File: config.mk
export PLATFORM = sky130hd
export DESIGN_NAME = nec_ir_frame_decoder
export DESIGN_NICKNAME = d
export VERILOG_FILES = /design/src/hdl/necir_pkg.sv /design/src/hdl/necir_symbol_match.sv /design/src/hdl/necir_frame_state.sv /design/src/hdl/nec_ir_frame_decoder.sv
export SDC_FILE = /design/constraint.sdc
export NUM_CORES = 1
export LEC_CHECK = 0
export ABC_AREA = 0
export BUFFER_PORTS_ARGS = -buffer_cell sky130_fd_sc_hd__buf_2
export CAP_MARGIN = 25
export CORE_UTILIZATION = 35
export CTS_CLUSTER_DIAMETER = 40
export CTS_CLUSTER_SIZE = 8
export DETAILED_ROUTE_END_ITERATION = 10
export SYNTH_ARGS = -nofsm -noshare
export SYNTH_HDL_FRONTEND = slang
export SYNTH_HIERARCHICAL = 1
export SYNTH_SLANG_ARGS = --single-unit
File: constraint.sdc
create_clock -name clk -period 10.5 [get_ports clk]
set_input_delay 0.525 -clock clk [delete_from_list [all_inputs] [get_ports clk]]
set_output_delay 0.525 -clock clk [all_outputs]
set_load 0.02 [all_outputs]
File: src/hdl/necir_pkg.sv
// Shared types and constants for the NEC infrared frame decoder.
`timescale 1ns / 1ps

package necir_pkg;

    // Width of the nominal NEC durations and of the margin register.
    localparam int NOM_W    = 14;
    localparam int MARGIN_W = 10;
    localparam int COUNT_W  = 7;
    localparam int CODE_W   = 16;

    // Nominal NEC timings in microsecond ticks.
    localparam logic [NOM_W-1:0] LEAD_MARK  = 14'd9000;
    localparam logic [NOM_W-1:0] LEAD_SPACE = 14'd4500;
    localparam logic [NOM_W-1:0] REP_SPACE  = 14'd2250;
    localparam logic [NOM_W-1:0] BIT_MARK   = 14'd560;
    localparam logic [NOM_W-1:0] ZERO_SPACE = 14'd560;
    localparam logic [NOM_W-1:0] ONE_SPACE  = 14'd1690;

    // Frame lengths and symbol counter limits.
    localparam logic [COUNT_W-1:0] FRAME_LEN     = 7'd34;
    localparam logic [COUNT_W-1:0] REPEAT_LEN    = 7'd2;
    localparam logic [COUNT_W-1:0] LAST_DATA_IDX = 7'd32;
    localparam logic [COUNT_W-1:0] COUNT_MAX     = 7'd127;

    // Configuration register map (word index) and reset value.
    localparam logic                REG_MARGIN   = 1'b0;
    localparam logic [MARGIN_W-1:0] MARGIN_RESET = 10'd300;

    // Result status codes.
    typedef enum logic [1:0] {
        STATUS_NORMAL  = 2'd0,
        STATUS_REPEAT  = 2'd1,
        STATUS_INVALID = 2'd2,
        STATUS_UNKNOWN = 2'd3
    } status_t;

    // Timing matches of one symbol against the NEC symbol shapes.
    typedef struct packed {
        logic lead;
        logic rep;
        logic one;
        logic zero;
    } match_t;

endpackage

File: src/hdl/necir_symbol_match.sv
// Window comparisons of one symbol against the NEC leader, repeat and bit timings.
`timescale 1ns / 1ps

module necir_symbol_match #(
    parameter int DURATION_BITS = 15
) (
    input  logic [necir_pkg::MARGIN_W-1:0] margin,
    input  logic [DURATION_BITS-1:0]       mark_us,
    input  logic [DURATION_BITS-1:0]       space_us,
    output necir_pkg::match_t              match
);

    // Compare width: holds a duration plus the margin, and a nominal plus the margin.
    localparam int CMP_W = ((DURATION_BITS > necir_pkg::NOM_W) ?
                            DURATION_BITS : necir_pkg::NOM_W) + 1;

    logic [CMP_W-1:0] mark_w;
    logic [CMP_W-1:0] space_w;
    logic [CMP_W-1:0] margin_w;

    // Strict window: nom - m < v < nom + m, with the lower bound moved to the
    // left side so that a margin above the nominal drops the lower bound.
    function automatic logic in_window(input logic [CMP_W-1:0] v,
                                       input logic [necir_pkg::NOM_W-1:0] nom,
                                       input logic [CMP_W-1:0] m);
        logic [CMP_W-1:0] nom_w;
        logic [CMP_W-1:0] upper;
        logic [CMP_W-1:0] v_plus;
        nom_w  = {{(CMP_W-necir_pkg::NOM_W){1'b0}}, nom};
        upper  = nom_w + m;
        v_plus = v + m;
        return (v < upper) && (v_plus > nom_w);
    endfunction

    assign mark_w   = {{(CMP_W-DURATION_BITS){1'b0}}, mark_us};
    assign space_w  = {{(CMP_W-DURATION_BITS){1'b0}}, space_us};
    assign margin_w = {{(CMP_W-necir_pkg::MARGIN_W){1'b0}}, margin};

    // Both halves of the symbol must fall in their windows.
    always_comb
    begin
        match.lead = in_window(mark_w, necir_pkg::LEAD_MARK, margin_w) &&
                     in_window(space_w, necir_pkg::LEAD_SPACE, margin_w);
        match.rep  = in_window(mark_w, necir_pkg::LEAD_MARK, margin_w) &&
                     in_window(space_w, necir_pkg::REP_SPACE, margin_w);
        match.one  = in_window(mark_w, necir_pkg::BIT_MARK, margin_w) &&
                     in_window(space_w, necir_pkg::ONE_SPACE, margin_w);
        match.zero = in_window(mark_w, necir_pkg::BIT_MARK, margin_w) &&
                     in_window(space_w, necir_pkg::ZERO_SPACE, margin_w);
    end

endmodule

File: src/hdl/necir_frame_state.sv
// Frame state update, stored code and registered result word of the decoder.
`timescale 1ns / 1ps

module necir_frame_state (
    input  logic                            clk,
    input  logic                            rst_n,
    input  logic                            word_valid,
    input  logic                            word_end,
    input  necir_pkg::match_t               match,
    output logic                            take,
    output logic                            res_valid,
    input  logic                            res_stall,
    output necir_pkg::status_t              res_status,
    output logic [necir_pkg::CODE_W-1:0]    res_address,
    output logic [necir_pkg::CODE_W-1:0]    res_command
);

    logic [necir_pkg::COUNT_W-1:0]  count_reg, count_next, count_inc;
    logic [2*necir_pkg::CODE_W-1:0] shift_reg, shift_next, shift_upd;
    logic                           good_reg, good_next, good_upd;
    logic                           rep_reg, rep_next, rep_upd;
    logic [necir_pkg::CODE_W-1:0]   stored_addr_reg, stored_addr_next;
    logic [necir_pkg::CODE_W-1:0]   stored_cmd_reg, stored_cmd_next;
    logic                           res_valid_reg, res_valid_next;
    necir_pkg::status_t             res_status_reg, res_status_next;
    logic [necir_pkg::CODE_W-1:0]   res_addr_reg, res_addr_next;
    logic [necir_pkg::CODE_W-1:0]   res_cmd_reg, res_cmd_next;
    logic                           load_res;

    // A word that ends a frame needs a free result register; others always pass.
    assign take     = word_valid && (!word_end || !res_valid_reg || !res_stall);
    assign load_res = take && word_end;

    // Symbol checks: the leader on the first symbol, data bits on the next 32.
    always_comb
    begin
        good_upd  = good_reg;
        rep_upd   = rep_reg;
        shift_upd = shift_reg;
        if (count_reg == '0)
        begin
            good_upd = good_reg && match.lead;
            rep_upd  = match.rep;
        end
        else if (count_reg <= necir_pkg::LAST_DATA_IDX)
        begin
            good_upd  = good_reg && (match.one || match.zero);
            shift_upd = {match.one, shift_reg[2*necir_pkg::CODE_W-1:1]};
        end
        count_inc = (count_reg == necir_pkg::COUNT_MAX) ?
                    count_reg : count_reg + 1'b1;
    end

    // Next state, stored code and the result word of a finished frame.
    always_comb
    begin
        count_next       = count_reg;
        shift_next       = shift_reg;
        good_next        = good_reg;
        rep_next         = rep_reg;
        stored_addr_next = stored_addr_reg;
        stored_cmd_next  = stored_cmd_reg;
        res_status_next  = necir_pkg::STATUS_UNKNOWN;
        res_addr_next    = '0;
        res_cmd_next     = '0;
        if (take)
        begin
            if (word_end)
            begin
                count_next = '0;
                shift_next = '0;
                good_next  = 1'b1;
                rep_next   = 1'b0;
                if (count_inc == necir_pkg::FRAME_LEN)
                begin
                    if (good_upd)
                    begin
                        stored_addr_next = shift_upd[necir_pkg::CODE_W-1:0];
                        stored_cmd_next  = shift_upd[2*necir_pkg::CODE_W-1:necir_pkg::CODE_W];
                        res_status_next  = necir_pkg::STATUS_NORMAL;
                        res_addr_next    = shift_upd[necir_pkg::CODE_W-1:0];
                        res_cmd_next     = shift_upd[2*necir_pkg::CODE_W-1:necir_pkg::CODE_W];
                    end
                    else
                    begin
                        res_status_next = necir_pkg::STATUS_INVALID;
                    end
                end
                else if (count_inc == necir_pkg::REPEAT_LEN)
                begin
                    if (rep_upd)
                    begin
                        res_status_next = necir_pkg::STATUS_REPEAT;
                        res_addr_next   = stored_addr_reg;
                        res_cmd_next    = stored_cmd_reg;
                    end
                    else
                    begin
                        res_status_next = necir_pkg::STATUS_INVALID;
                    end
                end
            end
            else
            begin
                count_next = count_inc;
                shift_next = shift_upd;
                good_next  = good_upd;
                rep_next   = rep_upd;
            end
        end
    end

    // Result valid: set by a finished frame, cleared once the word is taken.
    always_comb
    begin
        if (load_res)
        begin
            res_valid_next = 1'b1;
        end
        else if (!res_stall)
        begin
            res_valid_next = 1'b0;
        end
        else
        begin
            res_valid_next = res_valid_reg;
        end
    end

    // Control state and stored code.
    always_ff @(posedge clk or negedge rst_n)
    begin
        if (!rst_n)
        begin
            count_reg       <= '0;
            shift_reg       <= '0;
            good_reg        <= 1'b1;
            rep_reg         <= 1'b0;
            stored_addr_reg <= '0;
            stored_cmd_reg  <= '0;
            res_valid_reg   <= 1'b0;
        end
        else
        begin
            count_reg       <= count_next;
            shift_reg       <= shift_next;
            good_reg        <= good_next;
            rep_reg         <= rep_next;
            stored_addr_reg <= stored_addr_next;
            stored_cmd_reg  <= stored_cmd_next;
            res_valid_reg   <= res_valid_next;
        end
    end

    // Result payload, loaded only with a new result word.
    always_ff @(posedge clk)
    begin
        if (load_res)
        begin
            res_status_reg <= res_status_next;
            res_addr_reg   <= res_addr_next;
            res_cmd_reg    <= res_cmd_next;
        end
    end

    assign res_valid   = res_valid_reg;
    assign res_status  = res_status_reg;
    assign res_address = res_addr_reg;
    assign res_command = res_cmd_reg;

endmodule

File: src/hdl/nec_ir_frame_decoder.sv
// Top level of the NEC infrared frame decoder: config port, input register, result path.
`timescale 1ns / 1ps
//
// The decoder takes one received pulse symbol per word on the symbol channel
// (sym_valid / sym_stall with mark_us, space_us, frame_end) and returns one
// result word on the result channel (res_valid / res_stall with status,
// address, command) for every symbol word that has frame_end set.
// Symbols without frame_end give no result word.
// A symbol word is captured in an input register; on the next cycle the
// window comparisons and frame state update run, and the result is written
// to the result register. Throughput is one symbol word per cycle while
// sym_stall stays low, set by the single compare and update pass between
// the input and result registers.
// The tolerance margin_us is written through the APB port at word 0
// (byte address 0); reads return it. Write it only while the decoder is idle.
// Reset clears the frame state, the stored code and both valid flags, and
// loads the margin with 300 ticks.
// While the receiver stalls, the result word holds. Symbols without frame_end
// still flow through; an end symbol waits in the input register, which then
// raises sym_stall until the result register frees up.
//

module nec_ir_frame_decoder #(
    parameter int DURATION_BITS = 15
) (
    input  logic                     clk,
    input  logic                     rst_n,
    // Configuration port
    input  logic                     psel,
    input  logic                     penable,
    input  logic                     pwrite,
    input  logic [2:0]               paddr,
    input  logic [31:0]              pwdata,
    output logic [31:0]              prdata,
    output logic                     pready,
    // Symbol channel
    input  logic                     sym_valid,
    output logic                     sym_stall,
    input  logic [DURATION_BITS-1:0] mark_us,
    input  logic [DURATION_BITS-1:0] space_us,
    input  logic                     frame_end,
    // Result channel
    output logic                     res_valid,
    input  logic                     res_stall,
    output logic [1:0]               status,
    output logic [15:0]              address,
    output logic [15:0]              command
);

    logic [necir_pkg::MARGIN_W-1:0] margin_reg;
    logic                           s1_valid_reg;
    logic [DURATION_BITS-1:0]       s1_mark_reg;
    logic [DURATION_BITS-1:0]       s1_space_reg;
    logic                           s1_end_reg;
    logic                           take;
    logic                           cfg_write;
    necir_pkg::match_t              match;
    necir_pkg::status_t             res_status;

    // Configuration register: word index taken from the upper address bit.
    assign pready    = 1'b1;
    assign cfg_write = psel && penable && pwrite && (paddr[2] == necir_pkg::REG_MARGIN);

    always_ff @(posedge clk or negedge rst_n)
    begin
        if (!rst_n)
        begin
            margin_reg <= necir_pkg::MARGIN_RESET;
        end
        else if (cfg_write)
        begin
            margin_reg <= pwdata[necir_pkg::MARGIN_W-1:0];
        end
    end

    always_comb
    begin
        if (paddr[2] == necir_pkg::REG_MARGIN)
        begin
            prdata = {{(32-necir_pkg::MARGIN_W){1'b0}}, margin_reg};
        end
        else
        begin
            prdata = '0;
        end
    end

    // Input register: stalls only while it holds a word that cannot move on.
    assign sym_stall = s1_valid_reg && !take;

    always_ff @(posedge clk or negedge rst_n)
    begin
        if (!rst_n)
        begin
            s1_valid_reg <= 1'b0;
        end
        else if (!sym_stall)
        begin
            s1_valid_reg <= sym_valid;
        end
    end

    always_ff @(posedge clk)
    begin
        if (sym_valid && !sym_stall)
        begin
            s1_mark_reg  <= mark_us;
            s1_space_reg <= space_us;
            s1_end_reg   <= frame_end;
        end
    end

    // Timing checks of the registered symbol.
    necir_symbol_match #(
        .DURATION_BITS(DURATION_BITS)
    ) u_match (
        .margin   (margin_reg),
        .mark_us  (s1_mark_reg),
        .space_us (s1_space_reg),
        .match    (match)
    );

    // Frame state and result register.
    necir_frame_state u_frame (
        .clk         (clk),
        .rst_n       (rst_n),
        .word_valid  (s1_valid_reg),
        .word_end    (s1_end_reg),
        .match       (match),
        .take        (take),
        .res_valid   (res_valid),
        .res_stall   (res_stall),
        .res_status  (res_status),
        .res_address (address),
        .res_command (command)
    );

    assign status = res_status;

endmodule

Yosys cells after proc, flatten, opt, wreduce, memory -nomap -nowiden

Index checks and enable logic that the tools add are counted.

Bits in registers: 150
Input port bits: 73
Output and inout port bits: 69
Logic and storage cells: 96

Add/sub/neg operators: 8
Order comparisons: 13
Equality and inequality tests: 4
Mux-type cells: 25
Bitwise gates (word level): 1
Reduce and logical (&&, ||, !) cells: 30

Operators by type and width:

| cell                                                                   | count |
|---|---|
| 16-bit two-way mux                                                     | 8 |
| 32-bit two-way mux                                                     | 3 |
| 15-bit by 16-bit less-than comparator with 1-bit output                | 5 |
| 15-bit by 10-bit adder with 16-bit output                              | 2 |
| 16-bit by 10-bit > comparator with 1-bit output, second input constant | 2 |
| 1-bit logical AND                                                      | 19 |
| 16-bit by 11-bit > comparator with 1-bit output, second input constant | 1 |
| 16-bit by 12-bit > comparator with 1-bit output, second input constant | 1 |
| 16-bit by 13-bit > comparator with 1-bit output, second input constant | 1 |
| 16-bit by 14-bit > comparator with 1-bit output, second input constant | 1 |
| 14-bit by 10-bit adder with 15-bit output, first input constant        | 1 |
| 15-bit less-than comparator                                            | 1 |
| 13-bit by 10-bit adder with 14-bit output, first input constant        | 1 |
| 7-bit two-way mux                                                      | 2 |
| 12-bit by 10-bit adder with 13-bit output, first input constant        | 1 |
| 11-bit by 10-bit adder with 12-bit output, first input constant        | 1 |
| 10-bit by 10-bit adder with 11-bit output, first input constant        | 1 |
| 10-bit two-way mux                                                     | 1 |
| 2-bit two-way mux                                                      | 4 |
| 7-bit by 1-bit adder with 7-bit output, second input constant          | 1 |
| 7-bit by 2-bit equality test with 1-bit output, second input constant  | 1 |
| 7-bit by 6-bit equality test with 1-bit output, second input constant  | 1 |
| 7-bit equality test, second input constant                             | 1 |
| 7-bit by 6-bit <= comparator with 1-bit output, second input constant  | 1 |
| other kinds (8)                                                        | 20 |

Longest topological paths before layout

Gate-level depths: netlist of run 1.

Depth after elaboration: 10
Gate-level depth with buffers: 23

Hierarchy

The synthesis of run 1 kept the hierarchy.

Modules (own cells, without submodules):

| module               | times used | cells each | area each (um^2) | seq. area each (um^2) |
|---|---|---|---|---|
| necir_frame_state    | 1          | 401        | 4949.7           | 2874.0 |
| necir_symbol_match   | 1          | 406        | 3113.0           | 0.0 |
| nec_ir_frame_decoder | 1          | 94         | 1665.3           | 1211.2 |

Worst setup path before layout of run 1

OpenSTA, ideal clock, no wires.

Path type: register to register
From: register margin_reg[5] (netlist bit)
To: register u_frame/stored_addr_reg[0] (netlist bit)
Setup time: 127 ps
Arrival: 4360 ps
Required time: 10373 ps
Slack: 6012 ps
Stages on the path, launching flop included: 20
Clock period less this slack: 4488 ps
Cells stage by stage: dfstp_2 clkinv_1 ha_1 a21oi_1 nor2_1 xor2_1 ha_1 a21o_1 a21o_1 a211o_1 o31a_1 nor4bb_1 a32o_1 and4_1 and3b_1 a311oi_2 and3b_1 buf_4 buf_6 mux2_1

RTL lines:

| what                   | line                       | text |
|---|---|---|
| from (decl)            | nec_ir_frame_decoder.sv:50 | `logic [necir_pkg::MARGIN_W-1:0] margin_reg;` |
| from (signal assigned) | nec_ir_frame_decoder.sv:68 | `margin_reg <= necir_pkg::MARGIN_RESET;` |
| from (signal assigned) | nec_ir_frame_decoder.sv:72 | `margin_reg <= pwdata[necir_pkg::MARGIN_W-1:0];` |
| to (signal assigned)   | necir_frame_state.sv:149   | `stored_addr_reg <= stored_addr_next;` |
| to (decl)              | necir_frame_state.sv:22    | `logic [necir_pkg::CODE_W-1:0] stored_addr_reg, stored_addr_next;` |

==> impl_metrics.env, run 1 <==
export IMPL_diodes=0
export IMPL_p_seq_share_pct=35.1
export IMPL_max_slew_margin_pct=30.5
export IMPL_ys_ff_latch=150
export IMPL_routed_wl_um=22700
export IMPL_drv_cap=0
export IMPL_setup_tns_ns=0
export IMPL_rsz0062_at_grt="false"
export IMPL_cp_top_family="simple AND/OR/NAND/NOR gates"
export IMPL_grt_pass1_wl_um=37000
export IMPL_arrival_ns=6.47
export IMPL_ant_nets=0
export IMPL_core_sq_mm=0.0271
export IMPL_synthCells=901
export IMPL_path_class="register to register"
export IMPL_power_frac_comb_pct=33.5
export IMPL_rows=60
export IMPL_p_int_mw=1.30
export IMPL_nNetsFinal=1145
export IMPL_first_pass_iters=5
export IMPL_fmax_mhz=162
export IMPL_drt_iter0_markers=521
export IMPL_dieArea_sq_mm=0.0285
export IMPL_crit_slowest_cell="and3b_1"
export IMPL_layout_commonest_cell="buf_2"
export IMPL_ctsHoldBuffers=0
export IMPL_seqCellArea_sq_mm=0.00409
export IMPL_largest_reg_flops=32
export IMPL_total_power_mw=2.04
export IMPL_io_pins=142
export IMPL_final_max_slew_viol_count=0
export IMPL_cp_required_ns=10.81
export IMPL_avgRoutedWirePerCell_um=16.6
export IMPL_leakagePower_nw=4.91
export IMPL_synth_edf_count=65
export IMPL_drive_above_1_share_pct=20.6
export IMPL_fillers=2593
export IMPL_crit_path_start_kind="register"
export IMPL_netSwitchingPower_uw=737
export IMPL_setup_ws_ns=4.34
export IMPL_p_clk_share_pct=31.5
export IMPL_multiInputGateArea_sq_mm=0.00533
export IMPL_ctsResizeCount=0
export IMPL_drc=0
export IMPL_gp_congestion=0.791
export IMPL_p_per_area_mw_per_mm2=183
export IMPL_max_stage_delay_ns=0.75
export IMPL_layout_common_cells="93 x buf_2, 86 x ha_1, 80 x dfrtp_1"
export IMPL_path_cells="inv_1 > ha_1 > a21boi_0 > nor2_1 > o21a_1 > xor2_1 > ha_1 > nor2b_1 > o21ai_0 > nand2b_1 > a21oi_1 > o21ai_0 > nor4b_1 > nor2_1 > and3b_1 > a311oi_4 > buf_4 > and3b_1 > buf_4 > mux2_2"
export IMPL_switching_share_pct=36.1
export IMPL_clk_latency_ns=0.44
export IMPL_antenna_found_initial=0
export IMPL_start_util_pct=35.9
export IMPL_track_usage_pct=16.5
export IMPL_area_growth_pct=14.4
export IMPL_die_h_um=169
export IMPL_endpoint_kind="register"
export IMPL_synth_area_leaders="dfrtp_1 21%, edfxtp_1 20%, ha_1 11%"
export IMPL_postSynthAreaPerCell_sq_um=10.8
export IMPL_die_w_um=169
export IMPL_h_tree_depth=4
export IMPL_placed_area_sq_mm=0.0105
export IMPL_async_flop_share_pct=56.7
export IMPL_io_buffers=94
export IMPL_synth_ff_type="dfrtp_1"
export IMPL_worst_clock_skew_ns=0.0202
export IMPL_finalHoldViolations=0
export IMPL_vias=7176
export IMPL_synth_top_area_cell="dfrtp_1"
export IMPL_clk_pin_slew_ns=0.07
export IMPL_dpl_hpwl_um=15500
export IMPL_grt_start_max_net_pins=58
export IMPL_critPathMaxFanout=35
export IMPL_dp_slack_ns=4.40
export IMPL_grt_pass1_vias=7186
export IMPL_worst_pin_slew_ns=1.04
export IMPL_yosysWarnings=6
export IMPL_final_cell_area_sq_mm=0.0111
export IMPL_yosysSeqAreaShare_pct=42.0
export IMPL_cts_sinks=150
export IMPL_status="completed"
export IMPL_cts_tree="done"
export IMPL_cts_post_setup_buffers_inserted=0
export IMPL_synth_area_sq_mm=0.00973
export IMPL_holdCritPathClass="input pin to async pin"
export IMPL_setup_violations=0
export IMPL_worstPathBufferInverterCount=3
export IMPL_grt_ovfl_total=0
export IMPL_root_buffer="clkbuf_16"
export IMPL_fin_crit_sh_pct=58.6
export IMPL_clk_path_buf_depth=2
export IMPL_yosys_cell_types_count=75
export IMPL_ir_worst_vdd_mv=0.128
export IMPL_period_needed_ns=6.16
export IMPL_cts_buffers=17
export IMPL_avgViaCountPerCell=5.24
export IMPL_synth_top_area_share_pct=20.6
==> synth_stat cells (4+ instances only) <==
cell type,n
a211o_1,5
nand4_1,5
nor2b_1,26
buf_1,4
a31oi_1,5
mux2_1,30
mux2_4,10
nor2_1,42
o21ai_0,34
buf_4,24
a22o_1,33
a21oi_1,63
buf_6,4
nand3_1,77
clkbuf_1,27
a21o_1,14
a2111oi_0,4
or3_1,4
dfrtp_1,80
nor3_1,10
and3_1,8
edfxtp_1,65
o211ai_1,6
o21a_1,7
and3b_1,4
nand2b_1,16
ha_1,86
a211oi_1,9
xor2_1,18
mux2_2,35
nand2_1,28
xnor2_1,22
dfstp_2,5
inv_1,23
==> worst paths after layout <==
path	start	endpoint	slack, ns	depth (start not counted)
setup / recovery	margin_reg[4]$_DFFE_PN0P_	u_frame/stored_cmd_reg[0]$_DFFE_PN0P_	4.34	20
hold / removal	rst_n	u_frame/stored_cmd_reg[6]$_DFFE_PN0P_	0.02	1
setup reg to reg	margin_reg[4]$_DFFE_PN0P_	u_frame/stored_cmd_reg[0]$_DFFE_PN0P_	4.34	20
hold reg to reg	u_frame/good_reg$_DFFE_PN1P_	u_frame/good_reg$_DFFE_PN1P_	0.48	2
max in group asynchronous	rst_n	margin_reg[7]$_DFFE_PN0P_	9.41	2
min in group clk	space_us[2]	s1_space_reg[2]$_DFFE_PP_	0.26	1
==> power by group through the flow <==
stage	Clock, mW	Combinational [mW]	Sequential (mW)
after floorplan	0	0.530	0.705
after global placement	0	0.672	0.727
after detailed placement	0	0.682	0.728
after CTS	0.662	0.685	0.717
after global routing	0.683	0.766	0.724
final	0.642	0.683	0.716
==> stage by stage <==
step	utilization, %	cells	hold slack, ns
3_3_place_gp	38.8	1337	0.466
5_1_grt	41.1	1369	0.0437
3_5_place_dp	38.8	1337	0.475
4_1_cts	41.1	1369	0.0212
2_1_floorplan	-	922	0.229
6_report	41.1	1369	0.0207
==> kinds of logic after synthesis <==
kind of cell               after synthesis  synth area share (%)
and+or+nand+nor                        241                  13.4
AOI/OAI and AO/OA                      218                  15.7
muxes                                   77                  9.27
other                                    2                0.0772
DFF                                    150                  42.0
xor gates and xnor gates                40                  3.60
buffers and inverters                   85                  4.53
adders and majority gates               88                  11.5
==> routing by layer <==
layer	GRT usage, %	vias up	part of all wire [%]
li1	-	3489	-
met5	0	-	0
met2	26.1	142	46
met1	23.2	3528	50
met3	2.57	17	3.1
met4	5.02	0	1.0
==> cell type report <==
cell class / instances / area share (%)
inverter: 25 / 0.843
sequential: 150 / 36.7
clock inverter: 14 / 1.66
timing repair buffer: 103 / 4.86
multi-input combinational: 687 / 47.9
tap: 372 / 4.18
clock buffer: 18 / 3.86
No activity file was read; power rests on OpenSTA's default activity.
==> run 2: changes to the inputs <==
--- a/config.mk
+++ b/config.mk
@@ -5,7 +5,7 @@
 export SDC_FILE = /design/constraint.sdc
 export NUM_CORES = 1
 export LEC_CHECK = 0
-export ABC_AREA = 0
+export ABC_AREA = 1
 export BUFFER_PORTS_ARGS = -buffer_cell sky130_fd_sc_hd__buf_2
 export CAP_MARGIN = 25
 export CORE_UTILIZATION = 35
==> constraint.sdc (replaced) <==
create_clock -name clk -period 6.03 [get_ports clk]
set_input_delay 0.3015 -clock clk [delete_from_list [all_inputs] [get_ports clk]]
set_output_delay 0.3015 -clock clk [all_outputs]
set_load 0.02 [all_outputs]
==> impl_metrics.env, run 2 <==
export IMPL_synthMuxAreaShare_pct=0
export IMPL_rsz0062_at_grt="false"
export IMPL_holdWs_ns=0.0426
export IMPL_yosysSeqAreaShare_pct=38.7
export IMPL_setup_violations=0
export IMPL_synth_area_leaders="dfrtp_1 19%, edfxtp_1 19%, nand2_1 15%"
export IMPL_area_growth_pct=13.0
export IMPL_final_cell_count_no_fill=1843
export IMPL_track_usage_pct=18.2
export IMPL_first_pass_iters=5
export IMPL_fmax_mhz=213
export IMPL_synth_ff_type="dfrtp_1"
export IMPL_synth_adder_area_share_pct=10.6
export IMPL_ys_ff_latch=150
export IMPL_multiInputGateArea_sq_mm=0.00551
export IMPL_finalHoldViolations=0
export IMPL_path_class="register to register"
export IMPL_rrSetupSlack_ns=1.34
export IMPL_synth_simple_area_share_pct=29.9
export IMPL_synth_xor_area_share_pct=2.24
export IMPL_synth_edf_count=65
export IMPL_async_flop_share_pct=56.7
export IMPL_core_sq_mm=0.0296
export IMPL_yosys_cell_types_count=53
export IMPL_root_buffer="clkbuf_16"
export IMPL_drc=0
export IMPL_clk_latency_ns=0.44
export IMPL_grt_start_max_net_pins=69
export IMPL_die_h_um=176
export IMPL_routed_wl_um=27200
export IMPL_avgViaCountPerCell=4.99
export IMPL_drive_above_1_share_pct=13.5
export IMPL_cts_buffers=17
export IMPL_max_stage_delay_ns=0.67
export IMPL_postSynthAreaPerCell_sq_um=7.74
export IMPL_die_w_um=176
export IMPL_cts_post_setup_buffers_inserted=0
export IMPL_status="completed"
export IMPL_worstPathBufferInverterCount=4
export IMPL_gp_congestion=0.887
export IMPL_dpl_hpwl_um=19500
export IMPL_ant_nets=0
export IMPL_arrival_ns=5.00
export IMPL_fillers=3069
export IMPL_layout_common_cells="421 x nand2_1, 148 x inv_1, 93 x buf_2"
export IMPL_grt_pass1_vias=8684
export IMPL_crit_path_end="u_frame/stored_cmd_reg[13]$_DFFE_PN0P_"
export IMPL_max_slew_margin_pct=34.1
export IMPL_cts_sinks=150
export IMPL_synth_top_family_by_area="simple AND/OR/NAND/NOR gates"
export IMPL_dieArea_sq_mm=0.0308
export IMPL_p_per_area_mw_per_mm2=301
export IMPL_reg2reg_depth=23
export IMPL_start_util_pct=35.6
export IMPL_synth_top_area_cell="dfrtp_1"
export IMPL_io_buffers=94
export IMPL_dp_cells=1808
export IMPL_crit_slowest_cell="dfstp_2"
export IMPL_crit_cells=23
export IMPL_io_pins=142
export IMPL_holdCritPathClass="input pin to register"
export IMPL_drt_iter0_markers=648
export IMPL_largest_reg_flops=32
export IMPL_vias=9199
export IMPL_path_cells="inv_1 > ha_1 > a21oi_1 > inv_1 > a31oi_1 > nand2_1 > nand2_1 > nand2_1 > ha_1 > a21oi_1 > o21ai_0 > a211o_1 > a21oi_1 > nand2_1 > nor2_2 > nor2_1 > nand3_1 > nand2_1 > inv_1 > nand3_2 > buf_4 > nand2_1 > nand2_1"
export IMPL_cp_top_family="simple AND/OR/NAND/NOR gates"
export IMPL_drv_cap=0
export IMPL_seqCellArea_sq_mm=0.00409
export IMPL_synth_area_sq_mm=0.0105
export IMPL_antenna_found_initial=2
export IMPL_layout_commonest_cell="nand2_1"
export IMPL_nNetsFinal=1600
export IMPL_clk_path_buf_depth=2
export IMPL_clk_pin_slew_ns=0.06
export IMPL_final_max_slew_viol_count=0
export IMPL_r2r_end="u_frame/stored_cmd_reg[13]$_DFFE_PN0P_"
export IMPL_setup_worst_path_start="margin_reg[3]$_DFFE_PN1P_"
export IMPL_crit_path_start_kind="register"
export IMPL_avgRoutedWirePerCell_um=14.7
export IMPL_fin_crit_sh_pct=77.7
export IMPL_cp_required_ns=6.35
export IMPL_final_core_util_pct=40.2
export IMPL_synth_top_area_share_pct=19.0
export IMPL_h_tree_depth=4
export IMPL_cts_tree="done"
export IMPL_period_needed_ns=4.69
export IMPL_yosysWarnings=6
export IMPL_worst_clock_skew_ns=0.0132
export IMPL_worst_pin_slew_ns=0.985
export IMPL_rows=63
export IMPL_critPathMaxFanout=22
export IMPL_setup_tns_ns=0
export IMPL_synth_most_common_cell="nand2_1"
export IMPL_leakagePower_nw=5.96
export IMPL_synth_compound_area_share_pct=8.51
export IMPL_grt_ovfl_total=0
export IMPL_synthTopCellsByCount="421 x nand2_1, 148 x inv_1, 86 x ha_1, 80 x dfrtp_1, 80 x nand4_1"
export IMPL_endpoint_kind="register"
export IMPL_r2r_start="margin_reg[3]$_DFFE_PN1P_"
export IMPL_whs_path_depth=1
export IMPL_synthCells=1362
export IMPL_grt_pass1_wl_um=44400
export IMPL_worst_path_most_repeated_cell="nand2_1"
export IMPL_ir_worst_vdd_mv=0.241
[run 2: changes by cell type in the layout (fill, tap and decap cells not counted), sizes merged, moves of 15 or more]
| cell | delta |
|---|---|
| nand2b | -16 |
| a21o | -15 |
| nand4 | +76 |
| a22o | -32 |
| nor2b | -25 |
| inv | +138 |
| nand2 | +403 |
| o21ai | +45 |
| xnor2 | -20 |
| nor2 | +43 |
| mux2 | -75 |
[run 2: what timing repair did]
action / CTS / global route
endpoints found under the hold margin: 37 / 0
hold buffers: 1 / 0
resized for setup: 0 / 0
setup endpoints to repair: 0 / 0
[run 2: cell type report]
| class | count | share of cell area, % |
|---|---|---|
| Multi-Input combinational cell | 998 | 46.2 |
| Antenna cell | 1 | 0.0210 |
| Clock inverter | 11 | 1.14 |
| Tap cell | 390 | 4.10 |
| Sequential cell | 150 | 34.3 |
| Timing Repair Buffer | 104 | 4.89 |
| Clock buffer | 21 | 4.04 |
| Inverter | 168 | 5.29 |
[run 2: through the flow]
stage | setup slack [ns] | power, mW | cell area [sq um]
4_1_cts | 1.33 | 3.62 | 11900
2_1_floorplan | 2.65 | 2.18 | 10600
3_3_place_gp | 1.43 | 2.46 | 11200
3_5_place_dp | 1.36 | 2.48 | 11300
6_report | 1.34 | 3.59 | 11900
5_1_grt | 1.03 | 3.84 | 11900
[run 2: kinds of logic after synthesis]
family | after synthesis
compound gates | 161
xor+xnor | 27
fa+ha+maj | 88
buf+inv | 235
flops | 150
other cells | 2
simple gates | 699
[run 2: where the power goes]
part,total [mW],switching [mW],internal (mW),leakage (nW)
sequential,1.23,0.0947,1.14,1.78
combinational,1.24,0.839,0.400,3.88
clock,1.11,0.448,0.666,0.306
[run 2: worst min-delay path by stage]
stage,startpoint,end
6_report,mark_us[0],s1_mark_reg[0]$_DFFE_PP_
5_1_grt,frame_end,s1_end_reg$_DFFE_PP_
4_1_cts,space_us[12],s1_space_reg[12]$_DFFE_PP_
3_5_place_dp,rst_n,u_frame/stored_addr_reg[9]$_DFFE_PN0P_
3_3_place_gp,rst_n,u_frame/stored_addr_reg[8]$_DFFE_PN0P_
2_1_floorplan,rst_n,margin_reg[0]$_DFFE_PN0P_
[run 2: metal layers]
metal	GRT usage (%)	part of all wire, %	vias up
met2	29.8	47	205
li1	-	-	4626
met4	5.65	1.8	2
met5	0	0.048	-
met1	24.4	47	4337
met3	3.27	3.9	29
==> run 3: changes to the inputs <==
==> constraint.sdc (replaced) <==
create_clock -name clk -period 4.3 [get_ports clk]
set_input_delay 0.215 -clock clk [delete_from_list [all_inputs] [get_ports clk]]
set_output_delay 0.215 -clock clk [all_outputs]
set_load 0.02 [all_outputs]
==> impl_metrics.env, run 3 (synthesized netlist as in run 2, its figures left out) <==
export IMPL_clk_latency_ns=0.45
export IMPL_holdCritPathClass="input pin to register"
export IMPL_die_w_um=176
export IMPL_gp_congestion=0.888
export IMPL_ant_nets=0
export IMPL_vias=9328
export IMPL_root_buffer="clkbuf_16"
export IMPL_drive_above_1_share_pct=13.9
export IMPL_grt_start_max_net_pins=64
export IMPL_area_growth_pct=16.7
export IMPL_drv_cap=0
export IMPL_critPathMaxFanout=14
export IMPL_track_usage_pct=18.5
export IMPL_max_stage_delay_ns=0.53
export IMPL_io_buffers=94
export IMPL_first_pass_iters=5
export IMPL_leakagePower_nw=6.12
export IMPL_cp_required_ns=4.61
export IMPL_total_power_mw=5.05
export IMPL_h_tree_depth=4
export IMPL_p_per_area_mw_per_mm2=411
export IMPL_io_pins=142
export IMPL_crit_path_start_kind="register"
export IMPL_core_sq_mm=0.0296
export IMPL_period_needed_ns=3.87
export IMPL_largest_reg_flops=32
export IMPL_path_cells="inv_1 > ha_1 > a21oi_2 > inv_1 > a31oi_4 > nand2_1 > nand2_1 > nand2_1 > ha_1 > a21oi_1 > o21ai_0 > a211o_1 > a21oi_1 > nand2_1 > nor2_2 > nor2_1 > nand3_1 > nand2_1 > inv_1 > buf_4 > nand4_1 > nand2_1"
export IMPL_cts_sinks=150
export IMPL_avgViaCountPerCell=4.95
export IMPL_layout_common_cells="421 x nand2_1, 148 x inv_1, 93 x buf_2"
export IMPL_worstPathBufferInverterCount=4
export IMPL_start_util_pct=35.6
export IMPL_avgRoutedWirePerCell_um=14.5
export IMPL_arrival_ns=4.18
export IMPL_diodes=0
export IMPL_die_h_um=176
export IMPL_rrSetupSlack_ns=0.43
export IMPL_cts_tree="done"
export IMPL_worst_clock_skew_ns=0.0244
export IMPL_antenna_found_initial=0
export IMPL_crit_slowest_cell="dfstp_2"
export IMPL_fin_crit_sh_pct=90.1
export IMPL_setup_tns_ns=0
export IMPL_fmax_mhz=258
export IMPL_dpl_hpwl_um=19500
export IMPL_dieArea_sq_mm=0.0308
export IMPL_fillers=3022
export IMPL_reg2reg_depth=22
export IMPL_layout_commonest_cell="nand2_1"
export IMPL_rows=63
export IMPL_status="completed"
export IMPL_path_class="register to register"
export IMPL_finalHoldViolations=0
export IMPL_ir_worst_vdd_mv=0.302
export IMPL_rsz0062_at_grt="false"
export IMPL_setup_worst_path_start="margin_reg[3]$_DFFE_PN1P_"
export IMPL_drc=0
export IMPL_nNetsFinal=1642
export IMPL_cp_top_family="compound AO/OA/AOI/OAI gates"
export IMPL_worst_path_most_repeated_cell="nand2_1"
export IMPL_crit_cells=22
export IMPL_routed_wl_um=27400
export IMPL_worst_pin_slew_ns=0.990
export IMPL_grt_pass1_vias=8954
export IMPL_crit_path_end="u_frame/res_command[3]$_SDFFCE_PN0P_"
export IMPL_grt_pass1_wl_um=44800
export IMPL_drt_iter0_markers=643
export IMPL_max_slew_margin_pct=33.8
export IMPL_final_max_slew_viol_count=0
export IMPL_r2r_end="u_frame/res_command[3]$_SDFFCE_PN0P_"
export IMPL_clk_path_buf_depth=2
export IMPL_setup_violations=0
export IMPL_endpoint_kind="register"
export IMPL_r2r_start="margin_reg[3]$_DFFE_PN1P_"
export IMPL_grt_ovfl_total=0
export IMPL_clk_pin_slew_ns=0.07
export IMPL_cts_buffers=17
-- run 3: cell type report --
type / instances / area (sq um) / area share [%]
Multi-Input combinational cell: 998 / 5520 / 44.9
Sequential cell: 150 / 4090 / 33.2
Tap cell: 390 / 488 / 3.97
Timing Repair Buffer: 146 / 965 / 7.84
Clock inverter: 14 / 156 / 1.27
Inverter: 168 / 634 / 5.16
Clock buffer: 18 / 450 / 3.66
-- run 3: routing by layer --
layer	share of wire (%)	routed length, um	track usage [%]	vias to the layer above
met5	0	0	0	-
met4	2.2	613	6.78	0
met3	4.0	1080	3.01	44
met2	46	12600	30.2	210
met1	48	13000	24.5	4374
li1	-	-	-	4700
-- run 3: worst min path at each step --
stage	endpoint	cells after the start	start	slack, ns
after floorplan	margin_reg[0]$_DFFE_PN0P_	0	rst_n	-0.08
after detailed placement	u_frame/stored_addr_reg[12]$_DFFE_PN0P_	1	rst_n	0.32
after global placement	u_frame/stored_addr_reg[12]$_DFFE_PN0P_	1	rst_n	0.32
after global routing	margin_reg[6]$_DFFE_PN0P_	3	pwdata[6]	0.02
after CTS	margin_reg[4]$_DFFE_PN0P_	3	pwdata[4]	0.00001
final	margin_reg[6]$_DFFE_PN0P_	3	pwdata[6]	0.01
-- run 3: stage by stage --
step | instance area (sq um) | setup WS [ns] | instances | utilization [%] | hold slack [ns]
floorplan | 10600 | 0.920 | 1383 | - | -0.0806
global placement | 11300 | 0.329 | 1813 | 38.1 | 0.323
detailed placement | 11300 | 0.277 | 1813 | 38.1 | 0.317
CTS | 12200 | 0.234 | 1881 | 41.3 | 0.0000145
global route | 12300 | 0.0408 | 1884 | 41.5 | 0.0178
finish | 12300 | 0.427 | 1884 | 41.5 | 0.0114
-- run 3: timing repair --
item                                   CTS  global route
setup endpoints to repair                0            65
hold buffers                            36             0
resized for setup                        0             7
setup buffers                            0             3
endpoints found under the hold margin   88             0
-- run 3: tightest hold or removal path, cell delays in order --
cell	delay, ns
buf_2	0.07
nand3_1	0.06
nand2_1	0.07
-- run 3: report_power, final --
part           total, mW  switching (mW)  internal (mW)
sequential          1.71           0.119           1.60
combinational       1.79            1.20          0.597
clock               1.55           0.733          0.814
